File: config.mk
export PLATFORM = sky130hd
export DESIGN_NAME = ccp_master_read_sequencer_unit
export DESIGN_NICKNAME = d
export VERILOG_FILES = /design/src/hdl/ccpm_pkg.sv /design/src/hdl/ccpm_apb.sv /design/src/hdl/ccpm_core.sv /design/src/hdl/ccp_master_read_sequencer_unit.sv
export SDC_FILE = /design/constraint.sdc
export NUM_CORES = 1
export LEC_CHECK = 0
export BUFFER_PORTS_ARGS = -buffer_cell sky130_fd_sc_hd__buf_4
export CORE_ASPECT_RATIO = 1.5
export CORE_MARGIN = 1
export CORE_UTILIZATION = 43
export CTS_CLUSTER_DIAMETER = 40
export DETAILED_ROUTE_END_ITERATION = 8
export MAX_ROUTING_LAYER = met4
export PLACE_DENSITY = 0.63
export SLEW_MARGIN = 20
export SYNTH_ARGS = -nofsm -noshare
export SYNTH_HDL_FRONTEND = slang
export SYNTH_HIERARCHICAL = 1
export SYNTH_SLANG_ARGS = --single-unit
File: constraint.sdc
create_clock -name clk -period 6.1 [get_ports clk]
set_input_delay 1.22 -clock clk [delete_from_list [all_inputs] [get_ports clk]]
set_output_delay 1.22 -clock clk [all_outputs]
set_load 0.03 [all_outputs]
File: src/hdl/ccpm_pkg.sv
// Shared types, command codes and helpers for the CCP master read sequencer.
package ccpm_pkg;

  // Frame and field widths
  localparam int FRAME_W = 64;
  localparam int ADDR_W  = 32;
  localparam int VALUE_W = 32;
  localparam int TICK_W  = 16;

  // Stream word widths (fields packed from bit 0, padded to whole bytes)
  localparam int S_TDATA_W = 112;
  localparam int M_TDATA_W = 120;

  // Configuration port
  localparam int PADDR_W  = 3;
  localparam int PDATA_W  = 32;
  localparam logic REG_TIMEOUT = 1'b0;
  localparam logic REG_ENDIAN  = 1'b1;
  localparam logic [TICK_W-1:0] TIMEOUT_RESET = 16'd2;

  // Request kinds carried in tuser
  localparam logic [1:0] REQ_TICK    = 2'd0;
  localparam logic [1:0] REQ_FRAME   = 2'd1;
  localparam logic [1:0] REQ_CONNECT = 2'd2;
  localparam logic [1:0] REQ_READ    = 2'd3;

  // Variable kinds
  localparam logic [2:0] KIND_U8  = 3'd0;
  localparam logic [2:0] KIND_S8  = 3'd1;
  localparam logic [2:0] KIND_U16 = 3'd2;
  localparam logic [2:0] KIND_S16 = 3'd3;
  localparam logic [2:0] KIND_U32 = 3'd4;
  localparam logic [2:0] KIND_S32 = 3'd5;

  // Command codes and reply markers
  localparam logic [7:0] CMD_CONNECT     = 8'h01;
  localparam logic [7:0] CMD_SET_MTA     = 8'h02;
  localparam logic [7:0] CMD_UPLOAD      = 8'h04;
  localparam logic [7:0] CMD_GET_VERSION = 8'h1B;
  localparam logic [7:0] CRM_MARK        = 8'hFF;
  localparam logic [7:0] RC_ACK          = 8'h00;

  // Requested protocol version 2.1
  localparam logic [7:0] VER_REQ_MAJOR = 8'd2;
  localparam logic [7:0] VER_REQ_MINOR = 8'd1;

  // Upload sizes
  localparam logic [7:0] UPLOAD_SIZE_1 = 8'd1;
  localparam logic [7:0] UPLOAD_SIZE_2 = 8'd2;
  localparam logic [7:0] UPLOAD_SIZE_4 = 8'd4;

  // Sequencer phase codes as seen on the result word
  localparam logic [2:0] CODE_INIT    = 3'd0;
  localparam logic [2:0] CODE_CONNECT = 3'd1;
  localparam logic [2:0] CODE_VERSION = 3'd2;
  localparam logic [2:0] CODE_WAIT    = 3'd3;
  localparam logic [2:0] CODE_SETMTA  = 3'd4;
  localparam logic [2:0] CODE_UPLOAD  = 3'd5;

  typedef enum logic [5:0] {
    PH_INIT    = 6'b000001,
    PH_CONNECT = 6'b000010,
    PH_VERSION = 6'b000100,
    PH_WAIT    = 6'b001000,
    PH_SETMTA  = 6'b010000,
    PH_UPLOAD  = 6'b100000
  } phase_t;

  typedef struct packed {
    logic [TICK_W-1:0] timeout_limit;
    logic              ecu_big_endian;
  } cfg_t;

  typedef struct packed {
    logic [1:0]         req_type;
    logic [FRAME_W-1:0] rx_frame;
    logic [ADDR_W-1:0]  read_address;
    logic [7:0]         read_extension;
    logic [2:0]         read_kind;
  } item_t;

  typedef struct packed {
    logic               tx_valid;
    logic [FRAME_W-1:0] tx_frame;
    logic [2:0]         seq_state;
    logic               link_up;
    logic [7:0]         version_major;
    logic [7:0]         version_minor;
    logic               awaiting_reply;
    logic               counter_mismatch;
    logic               read_done;
    logic               read_ok;
    logic [VALUE_W-1:0] read_value;
  } result_t;

  // Byte k of a frame, byte1 in the top bits
  function automatic logic [7:0] frame_byte(input logic [FRAME_W-1:0] f, input int k);
    frame_byte = f[(8-k)*8 +: 8];
  endfunction

  function automatic logic [2:0] phase_code(input phase_t ph);
    case (ph)
      PH_INIT:    phase_code = CODE_INIT;
      PH_CONNECT: phase_code = CODE_CONNECT;
      PH_VERSION: phase_code = CODE_VERSION;
      PH_WAIT:    phase_code = CODE_WAIT;
      PH_SETMTA:  phase_code = CODE_SETMTA;
      PH_UPLOAD:  phase_code = CODE_UPLOAD;
      default:    phase_code = CODE_INIT;
    endcase
  endfunction

endpackage

File: src/hdl/ccpm_apb.sv
// Configuration registers behind the APB-style port.
module ccpm_apb (
  input  logic                          clk,
  input  logic                          rst,
  input  logic                          psel,
  input  logic                          penable,
  input  logic                          pwrite,
  input  logic [ccpm_pkg::PADDR_W-1:0]  paddr,
  input  logic [ccpm_pkg::PDATA_W-1:0]  pwdata,
  output logic [ccpm_pkg::PDATA_W-1:0]  prdata,
  output logic                          pready,
  output ccpm_pkg::cfg_t                cfg
);
  import ccpm_pkg::*;

  logic               wr_en;
  logic               reg_sel;
  logic [TICK_W-1:0]  timeout_limit;
  logic               ecu_big_endian;

  assign pready  = 1'b1;
  assign wr_en   = psel & penable & pwrite & pready;
  assign reg_sel = paddr[2];

  // Write on the access cycle
  always_ff @(posedge clk) begin
    if (rst) begin
      timeout_limit  <= TIMEOUT_RESET;
      ecu_big_endian <= 1'b0;
    end else if (wr_en) begin
      case (reg_sel)
        REG_TIMEOUT: timeout_limit  <= pwdata[TICK_W-1:0];
        REG_ENDIAN:  ecu_big_endian <= pwdata[0];
        default: ;
      endcase
    end
  end

  // Read back
  always_comb begin
    case (reg_sel)
      REG_TIMEOUT: prdata = {{(PDATA_W-TICK_W){1'b0}}, timeout_limit};
      REG_ENDIAN:  prdata = {{(PDATA_W-1){1'b0}}, ecu_big_endian};
      default:     prdata = '0;
    endcase
  end

  assign cfg.timeout_limit  = timeout_limit;
  assign cfg.ecu_big_endian = ecu_big_endian;

endmodule

File: src/hdl/ccpm_core.sv
// Protocol state and one-step update: item handling, then one sequencer run.
module ccpm_core (
  input  logic               clk,
  input  logic               rst,
  input  logic               fire,
  input  ccpm_pkg::item_t    item,
  input  ccpm_pkg::cfg_t     cfg,
  output ccpm_pkg::result_t  result
);
  import ccpm_pkg::*;

  phase_t              phase, phase_next;
  logic                entering, entering_next;
  logic                pending, pending_next;
  logic [7:0]          cmd_counter, cmd_counter_next;
  logic [7:0]          sent_counter, sent_counter_next;
  logic [7:0]          sent_command, sent_command_next;
  logic [TICK_W-1:0]   ticks_waited, ticks_waited_next;
  logic                connected_flag, connected_flag_next;
  logic [7:0]          ver_main, ver_main_next;
  logic [7:0]          ver_release, ver_release_next;
  logic [7:0]          last_error, last_error_next;
  logic                connect_pending, connect_pending_next;
  logic                read_pending, read_pending_next;
  logic [ADDR_W-1:0]   target_address, target_address_next;
  logic [7:0]          target_extension, target_extension_next;
  logic [2:0]          target_kind, target_kind_next;
  logic [VALUE_W-1:0]  value_reg, value_reg_next;
  logic                read_ok, read_ok_next;

  logic                mismatch;
  logic                done;
  logic                send;
  logic [7:0]          send_cmd;
  logic [7:0]          send_b3;
  logic [7:0]          send_b4;
  logic [ADDR_W-1:0]   send_tail;

  logic [7:0]          rx_b1, rx_b2, rx_b3, rx_b4, rx_b5, rx_b6, rx_b7;
  logic [15:0]         half;
  logic [VALUE_W-1:0]  upload_value;

  assign rx_b1 = frame_byte(item.rx_frame, 1);
  assign rx_b2 = frame_byte(item.rx_frame, 2);
  assign rx_b3 = frame_byte(item.rx_frame, 3);
  assign rx_b4 = frame_byte(item.rx_frame, 4);
  assign rx_b5 = frame_byte(item.rx_frame, 5);
  assign rx_b6 = frame_byte(item.rx_frame, 6);
  assign rx_b7 = frame_byte(item.rx_frame, 7);

  // Assemble upload data by width and ECU byte order
  assign half = cfg.ecu_big_endian ? {rx_b4, rx_b5} : {rx_b5, rx_b4};
  always_comb begin
    case (target_kind)
      KIND_U8:  upload_value = {24'd0, rx_b4};
      KIND_S8:  upload_value = {{24{rx_b4[7]}}, rx_b4};
      KIND_U16: upload_value = {16'd0, half};
      KIND_S16: upload_value = {{16{half[15]}}, half};
      KIND_U32, KIND_S32:
        upload_value = cfg.ecu_big_endian ? {rx_b4, rx_b5, rx_b6, rx_b7}
                                          : {rx_b7, rx_b6, rx_b5, rx_b4};
      default:  upload_value = value_reg;
    endcase
  end

  always_comb begin
    phase_next            = phase;
    entering_next         = entering;
    pending_next          = pending;
    cmd_counter_next      = cmd_counter;
    sent_counter_next     = sent_counter;
    sent_command_next     = sent_command;
    ticks_waited_next     = ticks_waited;
    connected_flag_next   = connected_flag;
    ver_main_next         = ver_main;
    ver_release_next      = ver_release;
    last_error_next       = last_error;
    connect_pending_next  = connect_pending;
    read_pending_next     = read_pending;
    target_address_next   = target_address;
    target_extension_next = target_extension;
    target_kind_next      = target_kind;
    value_reg_next        = value_reg;
    read_ok_next          = read_ok;
    mismatch              = 1'b0;
    done                  = 1'b0;
    send                  = 1'b0;
    send_cmd              = CMD_CONNECT;
    send_b3               = 8'd0;
    send_b4               = 8'd0;
    send_tail             = '0;

    // Handle the incoming word
    case (item.req_type)
      REQ_TICK: begin
        if (pending) begin
          if (ticks_waited >= cfg.timeout_limit) pending_next = 1'b0;
          else ticks_waited_next = ticks_waited + 16'd1;
        end
      end
      REQ_FRAME: begin
        if (rx_b1 == CRM_MARK) begin
          if (rx_b3 != sent_counter) begin
            mismatch = 1'b1;
          end else begin
            last_error_next = rx_b2;
            pending_next    = 1'b0;
            case (sent_command)
              CMD_CONNECT: connected_flag_next = (rx_b2 == RC_ACK);
              CMD_GET_VERSION: begin
                if (rx_b2 == RC_ACK) begin
                  ver_main_next    = rx_b4;
                  ver_release_next = rx_b5;
                end
              end
              CMD_UPLOAD: if (rx_b2 == RC_ACK) value_reg_next = upload_value;
              default: ;
            endcase
          end
        end
      end
      REQ_CONNECT: connect_pending_next = 1'b1;
      REQ_READ: begin
        read_pending_next     = 1'b1;
        target_address_next   = item.read_address;
        target_extension_next = item.read_extension;
        target_kind_next      = item.read_kind;
      end
      default: ;
    endcase

    // Run the sequencer once
    case (phase)
      PH_INIT: begin
        connected_flag_next = 1'b0;
        ver_main_next       = 8'd0;
        ver_release_next    = 8'd0;
        if (connect_pending_next) begin
          connect_pending_next = 1'b0;
          phase_next           = PH_CONNECT;
          entering_next        = 1'b1;
        end
      end
      PH_CONNECT: begin
        if (entering) begin
          send          = 1'b1;
          send_cmd      = CMD_CONNECT;
          entering_next = 1'b0;
        end else if (!pending_next) begin
          phase_next    = connected_flag_next ? PH_VERSION : PH_INIT;
          entering_next = 1'b1;
        end
      end
      PH_VERSION: begin
        if (entering) begin
          send          = 1'b1;
          send_cmd      = CMD_GET_VERSION;
          send_b3       = VER_REQ_MAJOR;
          send_b4       = VER_REQ_MINOR;
          entering_next = 1'b0;
        end else if (!pending_next && ver_main_next != 8'd0) begin
          phase_next    = PH_WAIT;
          entering_next = 1'b1;
        end else if (!pending_next && ver_release_next == 8'd0) begin
          phase_next    = PH_INIT;
          entering_next = 1'b1;
        end
      end
      PH_WAIT: begin
        if (entering) begin
          entering_next = 1'b0;
        end else if (read_pending_next) begin
          read_pending_next = 1'b0;
          phase_next        = PH_SETMTA;
          entering_next     = 1'b1;
        end
      end
      PH_SETMTA: begin
        if (entering) begin
          send          = 1'b1;
          send_cmd      = CMD_SET_MTA;
          send_b4       = target_extension_next;
          send_tail     = target_address_next;
          entering_next = 1'b0;
        end else if (!pending_next) begin
          phase_next    = (last_error_next == RC_ACK) ? PH_UPLOAD : PH_WAIT;
          entering_next = 1'b1;
        end
      end
      PH_UPLOAD: begin
        if (entering) begin
          send_cmd = CMD_UPLOAD;
          case (target_kind_next)
            KIND_U8, KIND_S8:   begin send = 1'b1; send_b3 = UPLOAD_SIZE_1; end
            KIND_U16, KIND_S16: begin send = 1'b1; send_b3 = UPLOAD_SIZE_2; end
            KIND_U32, KIND_S32: begin send = 1'b1; send_b3 = UPLOAD_SIZE_4; end
            default: ;
          endcase
          entering_next = 1'b0;
        end else if (!pending_next) begin
          read_ok_next  = (last_error_next == RC_ACK);
          done          = 1'b1;
          phase_next    = PH_WAIT;
          entering_next = 1'b1;
        end
      end
      default: ;
    endcase

    // Issue a command: bump the counter and arm the reply wait
    if (send) begin
      cmd_counter_next  = cmd_counter + 8'd1;
      sent_counter_next = cmd_counter + 8'd1;
      sent_command_next = send_cmd;
      pending_next      = 1'b1;
      ticks_waited_next = '0;
    end
  end

  // Result word for this step
  always_comb begin
    result.tx_valid         = send;
    result.tx_frame         = send ? {send_cmd, cmd_counter_next, send_b3, send_b4, send_tail}
                                   : '0;
    result.seq_state        = phase_code(phase_next);
    result.link_up          = connected_flag_next;
    result.version_major    = ver_main_next;
    result.version_minor    = ver_release_next;
    result.awaiting_reply   = pending_next;
    result.counter_mismatch = mismatch;
    result.read_done        = done;
    result.read_ok          = read_ok_next;
    result.read_value       = value_reg_next;
  end

  // Advance state on each word taken
  always_ff @(posedge clk) begin
    if (rst) begin
      phase            <= PH_INIT;
      entering         <= 1'b0;
      pending          <= 1'b0;
      cmd_counter      <= 8'd0;
      sent_counter     <= 8'd0;
      sent_command     <= 8'd0;
      ticks_waited     <= '0;
      connected_flag   <= 1'b0;
      ver_main         <= 8'd0;
      ver_release      <= 8'd0;
      last_error       <= 8'd0;
      connect_pending  <= 1'b0;
      read_pending     <= 1'b0;
      target_address   <= '0;
      target_extension <= 8'd0;
      target_kind      <= 3'd0;
      value_reg        <= '0;
      read_ok          <= 1'b0;
    end else if (fire) begin
      phase            <= phase_next;
      entering         <= entering_next;
      pending          <= pending_next;
      cmd_counter      <= cmd_counter_next;
      sent_counter     <= sent_counter_next;
      sent_command     <= sent_command_next;
      ticks_waited     <= ticks_waited_next;
      connected_flag   <= connected_flag_next;
      ver_main         <= ver_main_next;
      ver_release      <= ver_release_next;
      last_error       <= last_error_next;
      connect_pending  <= connect_pending_next;
      read_pending     <= read_pending_next;
      target_address   <= target_address_next;
      target_extension <= target_extension_next;
      target_kind      <= target_kind_next;
      value_reg        <= value_reg_next;
      read_ok          <= read_ok_next;
    end
  end

  // The expected reply counter always tracks the last counter sent
  a_counter_track: assert property (@(posedge clk) disable iff (rst)
    sent_counter == cmd_counter)
    else $error("sent counter diverged from command counter");

  // A sent command arms the reply wait
  a_send_arms: assert property (@(posedge clk) disable iff (rst)
    fire && send |=> pending)
    else $error("command sent without pending reply");

  // Each command advances the counter by one
  a_counter_step: assert property (@(posedge clk) disable iff (rst)
    fire && send |=> cmd_counter == $past(cmd_counter) + 8'd1)
    else $error("command counter did not advance by one");

  // State holds while no word is taken
  a_hold: assert property (@(posedge clk) disable iff (rst)
    !fire |=> $stable(cmd_counter) && $stable(phase) && $stable(pending))
    else $error("state changed without a word");

  // A finished read returns the sequencer to wait
  a_done_wait: assert property (@(posedge clk) disable iff (rst)
    fire && done |=> phase == PH_WAIT)
    else $error("read finished outside wait");

endmodule

File: src/hdl/ccp_master_read_sequencer_unit.sv
// Top level of the CCP master read sequencer: input register, step core, result register.
//
//   channel   | direction | payload
//   ----------+-----------+-----------------------------------------------------
//   s_*       | in        | tuser: req_type; tdata: rx_frame, read_address,
//             |           |   read_extension, read_kind
//   m_*       | out       | tuser: tx_valid; tdata: tx_frame .. read_value
//   APB       | in        | timeout_limit at 0x0, ecu_big_endian at 0x4
//
// One word per cycle sustained while m_tready keeps the result register draining; a word
// is held in the input register and its result is then shown from the result register.
// The step core (item handling plus one sequencer run) sits between the two
// registers and updates the protocol state as it loads the result register.
// rst clears all protocol state and both valid flags; configuration resets to
// timeout 2 and little-endian ECU order.
// A stalled result register holds its word; the input register still takes a
// new word in the same cycle that the result is drained.
module ccp_master_read_sequencer_unit (
  input  logic                           clk,
  input  logic                           rst,
  // Input words
  input  logic                           s_tvalid,
  output logic                           s_tready,
  input  logic [ccpm_pkg::S_TDATA_W-1:0] s_tdata,  // rx_frame, read_address, read_extension,
                                                   // read_kind, zero pad
  input  logic [1:0]                     s_tuser,  // req_type
  // Result words
  output logic                           m_tvalid,
  input  logic                           m_tready,
  output logic [ccpm_pkg::M_TDATA_W-1:0] m_tdata,  // tx_frame, seq_state, link_up,
                                                   // version_major, version_minor,
                                                   // awaiting_reply, counter_mismatch,
                                                   // read_done, read_ok, read_value
  output logic                           m_tuser,  // tx_valid
  // Configuration
  input  logic                           psel,
  input  logic                           penable,
  input  logic                           pwrite,
  input  logic [ccpm_pkg::PADDR_W-1:0]   paddr,
  input  logic [ccpm_pkg::PDATA_W-1:0]   pwdata,
  output logic [ccpm_pkg::PDATA_W-1:0]   prdata,
  output logic                           pready
);
  import ccpm_pkg::*;

  cfg_t     cfg;
  item_t    in_item;
  logic     in_valid;
  logic     fire;
  result_t  step_result;
  result_t  out_word;
  logic     out_valid;

  ccpm_apb u_apb (
    .clk     (clk),
    .rst     (rst),
    .psel    (psel),
    .penable (penable),
    .pwrite  (pwrite),
    .paddr   (paddr),
    .pwdata  (pwdata),
    .prdata  (prdata),
    .pready  (pready),
    .cfg     (cfg)
  );

  // Step a word when the result register is free or draining
  assign fire     = in_valid & (~out_valid | m_tready);
  assign s_tready = ~in_valid | fire;

  // Input register
  always_ff @(posedge clk) begin
    if (rst) begin
      in_valid <= 1'b0;
    end else if (s_tready) begin
      in_valid <= s_tvalid;
    end
  end

  always_ff @(posedge clk) begin
    if (s_tready && s_tvalid) begin
      in_item.req_type       <= s_tuser;
      in_item.rx_frame       <= s_tdata[63:0];
      in_item.read_address   <= s_tdata[95:64];
      in_item.read_extension <= s_tdata[103:96];
      in_item.read_kind      <= s_tdata[106:104];
    end
  end

  ccpm_core u_core (
    .clk    (clk),
    .rst    (rst),
    .fire   (fire),
    .item   (in_item),
    .cfg    (cfg),
    .result (step_result)
  );

  // Result register
  always_ff @(posedge clk) begin
    if (rst) begin
      out_valid <= 1'b0;
    end else if (fire) begin
      out_valid <= 1'b1;
    end else if (m_tready) begin
      out_valid <= 1'b0;
    end
  end

  always_ff @(posedge clk) begin
    if (fire) begin
      out_word <= step_result;
    end
  end

  assign m_tvalid = out_valid;
  assign m_tuser  = out_word.tx_valid;
  assign m_tdata  = {out_word.read_value, out_word.read_ok, out_word.read_done,
                     out_word.counter_mismatch, out_word.awaiting_reply,
                     out_word.version_minor, out_word.version_major,
                     out_word.link_up, out_word.seq_state, out_word.tx_frame};

  // A waiting input word is never dropped
  a_in_hold: assert property (@(posedge clk) disable iff (rst)
    in_valid && !fire |=> in_valid)
    else $error("input word lost");

  // A stepped word always lands in the result register
  a_out_load: assert property (@(posedge clk) disable iff (rst)
    fire |=> out_valid)
    else $error("result not registered");

  // No step while a stalled result is still held
  a_no_overwrite: assert property (@(posedge clk) disable iff (rst)
    out_valid && !m_tready |-> !fire)
    else $error("result overwritten while stalled");

endmodule
==> results of run 1 <==
## critical path, stage by stage
cell      delay, ps
buf_4            90
nand2b_1        110
and2_4          560
buf_4           870
nand4_1         720
mux2i_1         340
nor2_1           60
## cells in the final DEF (no fill, tap or decap), types with 9 or more instances in the layout
master / instances
a211oi_1: 13
a21oi_1: 147
a22oi_1: 18
buf_4: 275
clkbuf_16: 48
conb_1: 25
dfxtp_1: 166
edfxtp_1: 222
ha_1: 19
inv_1: 30
mux2i_1: 80
nand2_1: 268
nand2b_1: 52
nand3_1: 12
nand4_1: 11
nor2_1: 135
nor2b_1: 21
nor3_1: 19
nor4_1: 13
o21ai_0: 41
o221ai_1: 9
o22a_1: 17
xnor2_1: 16
xor2_1: 13
## cell type report
cell class	count	share of cell area, %
clock inverter	27	1.33
tap	489	3.02
antenna	5	0.0617
clock buffer	57	6.14
inverter	31	0.574
timing repair buffer	277	10.4
multi-input combinational	1026	29.2
sequential	388	49.3
## metal layers
metal	vias to the layer above	track usage (%)	routed length (µm)
met4	0	10.8	1870
li1	5841	-	-
met2	435	37.2	21400
met1	5723	23.8	15900
met5	-	-	0
met3	112	3.83	2520
## power groups by stage
stage / clock [µW] / combinational (µW) / sequential (µW)
after floorplan: 0 / 197 / 3000
after detailed placement: 0 / 402 / 2970
final: 2720 / 398 / 2910
after CTS: 2790 / 403 / 2910
after global routing: 2890 / 430 / 2920
after global placement: 0 / 395 / 2970
## path summary, 6_finish.rpt
path / startpoint / endpoint / slack, ps / depth (start not counted)
max: m_tready / u_core/last_error[0]$_SDFFE_PP0P_ / 2520 / 7
min: u_core/target_address[17]$_SDFFE_PP0P_ / u_core/target_address[17]$_SDFFE_PP0P_ / 450 / 2
max reg2reg: u_apb/timeout_limit[15]$_SDFFE_PP0P_ / m_tdata[64]$_DFFE_PP_ / 2640 / 10
min reg2reg: u_core/target_address[17]$_SDFFE_PP0P_ / u_core/target_address[17]$_SDFFE_PP0P_ / 450 / 2
## metrics by stage
stage | std cells | util (%) | area (µm²) | setup WS, ps
after floorplan | 1566 | - | 16600 | 1720
final | 2300 | 53.7 | 20300 | 2520
after global routing | 2300 | 53.7 | 20300 | 2240
after CTS | 2294 | 53.6 | 20300 | 2190
after global placement | 2208 | 49.5 | 18700 | 1920
after detailed placement | 2210 | 49.6 | 18700 | 1870
==> key figures, run 1 <==
Finish
  – Final nets: 1,944
  – Largest register FFs: 120
  – Layout cells sized above 1: 21.1%
  – Fillers: 3,340
  – Area Growth Syn to Fin: 22.6%
  – Area occupied by multi-input gates: 5920 µm²
  – Register Area: 9990 µm²

Drt
  – Post-DRT Antenna Nets: 0
  – Iteration-0 DRC Markers: 741
  – TritonRoute pass-1 iters: 6
  – Post-DR vias/cell: 5.27
  – DRT Wirelength: 41,800 µm
  – Post-DR wirelength/cell: 18.2 µm
  – Number of remaining DRC errors: 0
  – Via Count: 12,111

Power and ir drop
  – Comb pwr share: 6.6%
  – Peak supply drop: 0.228 mV
  – Power Total: 6030 µW
  – Reg power frac: 48.3%
  – Switching Share: 23.7%
  – Net switching power: 1430 µW
  – Clock power share: 45.1%
  – Cell Pwr Density: 298 nW/µm²
  – P_int: 4600 µW
  – Leak pwr: 0.00755 µW

Critical path
  – WS Path Type: in2reg
  – WP data required: 6510 ps
  – Worst setup EP type: flip-flop
  – Worst Path Arrival: 3980 ps
  – Max Fanout on Critical Path: 73
  – Worst setup SP type: input port

Outcome
  – Status: completed

Floorplan
  – Die area: 39,300 µm²
  – Die Y: 242 µm
  – Core area: 37,800 µm²
  – Core Rows: 87
  – Io pins: 312
  – Effective utilization at floorplan: 43.8%
  – Die W: 162 µm

Flow run
  – Max cap viols: 0

STA
  – F_max: 0.279 GHz
  – Slew Limit Fails: 0
  – RSZ-0062 raised after global routing: no
  – Slew @ Worst Pin: 1140 ps
  – Final-report hold violation count: 0
  – Min Tclk post-route: 3580 ps
  – Slew HR: 23.2%
  – Layout Skew: 13.8 ps
  – Worst hold margin: 453 ps
  – Sum of negative setup slack: 0 ps
  – Final setup fails: 0
  – Fin crit share: 58.7%

Synth
  – Area of the mapped netlist: 16,500 µm²
  – Post-Syn Instances: 1,544
  – Synth Area per Inst: 10.7 µm²
  – Synthesis warning total: 6

Global routing
  – Total gr overflow: 0
  – First-pass GRT wire length: 63,600 µm
  – GRT Overall Usage: 21.6%
  – Initial antenna violation count: 5
  – Vias in the first global route: 11,705
  – Largest net degree at the start of global routing: 95

Clock tree
  – Post-cts resize count: 0
  – Clock slew at reported path FFs: 60 ps
  – H-Tree Level Count: 2
  – Hold_buf cts: 0
  – TritonCTS Buffers: 45
  – CTS Sinks: 388
  – Clock root buffer: clkbuf_16
  – Clock Tree Buf Depth: 3
  – Skew-Pair Late Insertion Delay: 560 ps
  – Setup Buffers After CTS: 0
  – CTS tree: built

Min path
  – Tightest Hold Check Type: reg2reg

Place
  – Placer Congestion: 0.915
  – Dpl hpwl: 27,800 µm
  – Port Buffers: 263
Note: power is estimated with default switching activity, not from simulation.
==> run 2, diff against run 1 <==
Settings changed: ABC_AREA from default to 1, PLACE_DENSITY 0.63 to 0.66.
Clock period 6.1 ns to 3.15 ns, I/O delays scaled along.
==> run 2 against run 1 <==
Compared with the run above: flip-flop and latch count is the same; register-to-register slack lost 2300 ps; routed wire length grew 4.5%; worst setup slack lost 2200 ps; design area grew 2.5%; clock skew grew 11 ps; utilization grew 0.12 points; total power grew 100%.
==> key figures, run 2 <==
Critical path
  – Buf/Inv on CP: 0
  – Critical Path, Cell by Cell: nor2_1 > nand2_1 > nor2_2 > nand2_2 > nor2_4 > nand3_4 > o21ai_0 > nand2_1 > nor2_1 > nand2_1 > nand2_1 > nand3_1 > a21oi_2 > nand3_1
  – CP most frequent cell: nand2_1
  – Worst Path Arrival: 3120 ps
  – Crit path depth: 14
  – Worst setup EP type: flip-flop
  – R2R cell count: 14
  – Cell family with most CP delay: simple AND/OR/NAND/NOR gates
  – Worst setup SP type: flip-flop
  – Worst setup path startpoint: in_item[94]$_DFFE_PP_
  – CP max-delay cell: edfxtp_1
  – Slowest Stage Delay on Critical Path: 400 ps
  – WP data required: 3440 ps
  – Reg2Reg Setup Slack: 320 ps
  – Start of the worst register-to-register path: in_item[94]$_DFFE_PP_
  – Crit Reg-Reg Endpoint: m_tdata[65]$_DFFE_PP_
  – CP Capture Point: m_tdata[65]$_DFFE_PP_
  – Max Fanout on Critical Path: 25
  – WS Path Type: reg2reg

Global routing
  – Vias in the first global route: 12,488
  – Largest net degree at the start of global routing: 82
  – GRT Overall Usage: 22.1%
  – Initial antenna violation count: 2
  – Total gr overflow: 0
  – First-pass GRT wire length: 66,500 µm

Clock tree
  – Hold_buf cts: 0
  – Skew-Pair Late Insertion Delay: 560 ps
  – Clock Tree Buf Depth: 3
  – Clock slew at reported path FFs: 60 ps
  – Setup Buffers After CTS: 0
  – H-Tree Level Count: 2
  – CTS Sinks: 388
  – CTS tree: built
  – Post-cts resize count: 0
  – Clock root buffer: clkbuf_16
  – TritonCTS Buffers: 45

Finish
  – Fillers: 3,469
  – Area Growth Syn to Fin: 22.8%
  – Layout cells sized above 1: 20.2%
  – Largest register FFs: 120
  – Commonest cells after routing, fill and taps aside: buf_4 (282), nand2_1 (268), inv_1 (249)
  – Leading cell type in the layout, fill and taps excluded: buf_4
  – Post-route cell area: 20,800 µm²
  – Fin util: 53.8%
  – Final nets: 2,244

Drt
  – Number of remaining DRC errors: 0
  – TritonRoute pass-1 iters: 5
  – Post-DR wirelength/cell: 16.8 µm
  – Iteration-0 DRC Markers: 978
  – Via Count: 13,197
  – Post-DR vias/cell: 5.07
  – Post-DRT Antenna Nets: 0
  – DRT Wirelength: 43,700 µm

Outcome
  – Status: completed

Place
  – Placer Congestion: 0.963
  – Dpl hpwl: 30,400 µm
  – Dpl ws: 355 ps
  – Placed Area: 19,200 µm²
  – Port Buffers: 263

STA
  – Sum of negative setup slack: 0 ps
  – RSZ-0062 raised after global routing: no
  – Slew Limit Fails: 0
  – Min Tclk post-route: 2830 ps
  – Fin crit share: 89.8%
  – Layout Skew: 25.2 ps
  – Slew HR: 42.5%
  – Final worst slack: 320 ps
  – F_max: 0.353 GHz
  – Slew @ Worst Pin: 862 ps
  – Final-report hold violation count: 0
  – Final setup fails: 0

Power and ir drop
  – Power Total: 12,100 µW
  – Cell Pwr Density: 581 nW/µm²
  – Peak supply drop: 0.529 mV
  – Leak pwr: 0.00872 µW

Synth
  – Area of the mapped netlist: 16,900 µm²
  – Synthesis warning total: 6
  – Synth Area per Inst: 9.25 µm²
  – Post-Syn Instances: 1,831

Flow run
  – Max cap viols: 0

Min path
  – Tightest Hold Check Type: in2reg
  – Hold Path Cell Cnt: 1

Floorplan
  – Effective utilization at floorplan: 43.8%
  – Core Rows: 88
  – Die Y: 245 µm
  – Core area: 38,600 µm²
  – Die area: 40,200 µm²
  – Die W: 164 µm
  – Io pins: 312
run 2: area by class of cell:
cell class                      instances  area [µm²]  share of cell area (%)
Tap cell                              495         619                    2.98
Timing Repair Buffer                  286        2200                    10.6
Multi-Input combinational cell       1078        5410                    26.0
Inverter                              270        1020                    4.93
Clock buffer                           61        1310                    6.30
Clock inverter                         23         238                    1.14
Sequential cell                       388        9990                    48.0
Antenna cell                            2        5.00                  0.0241
run 2: routing by layer:
| layer | vias to the layer above | track usage, % | routed length [µm] | part of all wire (%) |
|---|---|---|---|---|
| met5 | - | - | 0 | 0 |
| met4 | 0 | 10.2 | 1770 | 4.0 |
| met3 | 97 | 4.16 | 2730 | 6.3 |
| met2 | 446 | 37.9 | 22100 | 51 |
| met1 | 6129 | 24.8 | 17100 | 39 |
| li1 | 6525 | - | - | - |
run 2: power by group:
part           internal [µW]  switching (µW)  total (µW)
clock network           3200            2130        5340
registers               5600             115        5710
logic                    355             684        1040
total                   9150            2930       12100
run 2: how the worst min path moves through the flow:
stage                                               to                                    start  slack [ps]
3_5_place_dp   u_core/target_extension[2]$_SDFFE_PP0P_  u_core/target_extension[2]$_SDFFE_PP0P_         440
3_3_place_gp    u_core/target_address[22]$_SDFFE_PP0P_   u_core/target_address[22]$_SDFFE_PP0P_         440
5_1_grt                          in_item[14]$_DFFE_PP_                              s_tdata[67]         220
6_report                         in_item[79]$_DFFE_PP_                              s_tdata[36]         240
4_1_cts                         in_item[104]$_DFFE_PP_                              s_tdata[61]         220
2_1_floorplan    u_core/target_address[0]$_SDFFE_PP0P_    u_core/target_address[0]$_SDFFE_PP0P_         430
run 2: stage by stage:
stage | hold WS [ps] | std cells
CTS | 215 | 2601
global route | 223 | 2603
finish | 241 | 2603
global placement | 437 | 2517
floorplan | 430 | 1853
detailed placement | 444 | 2517
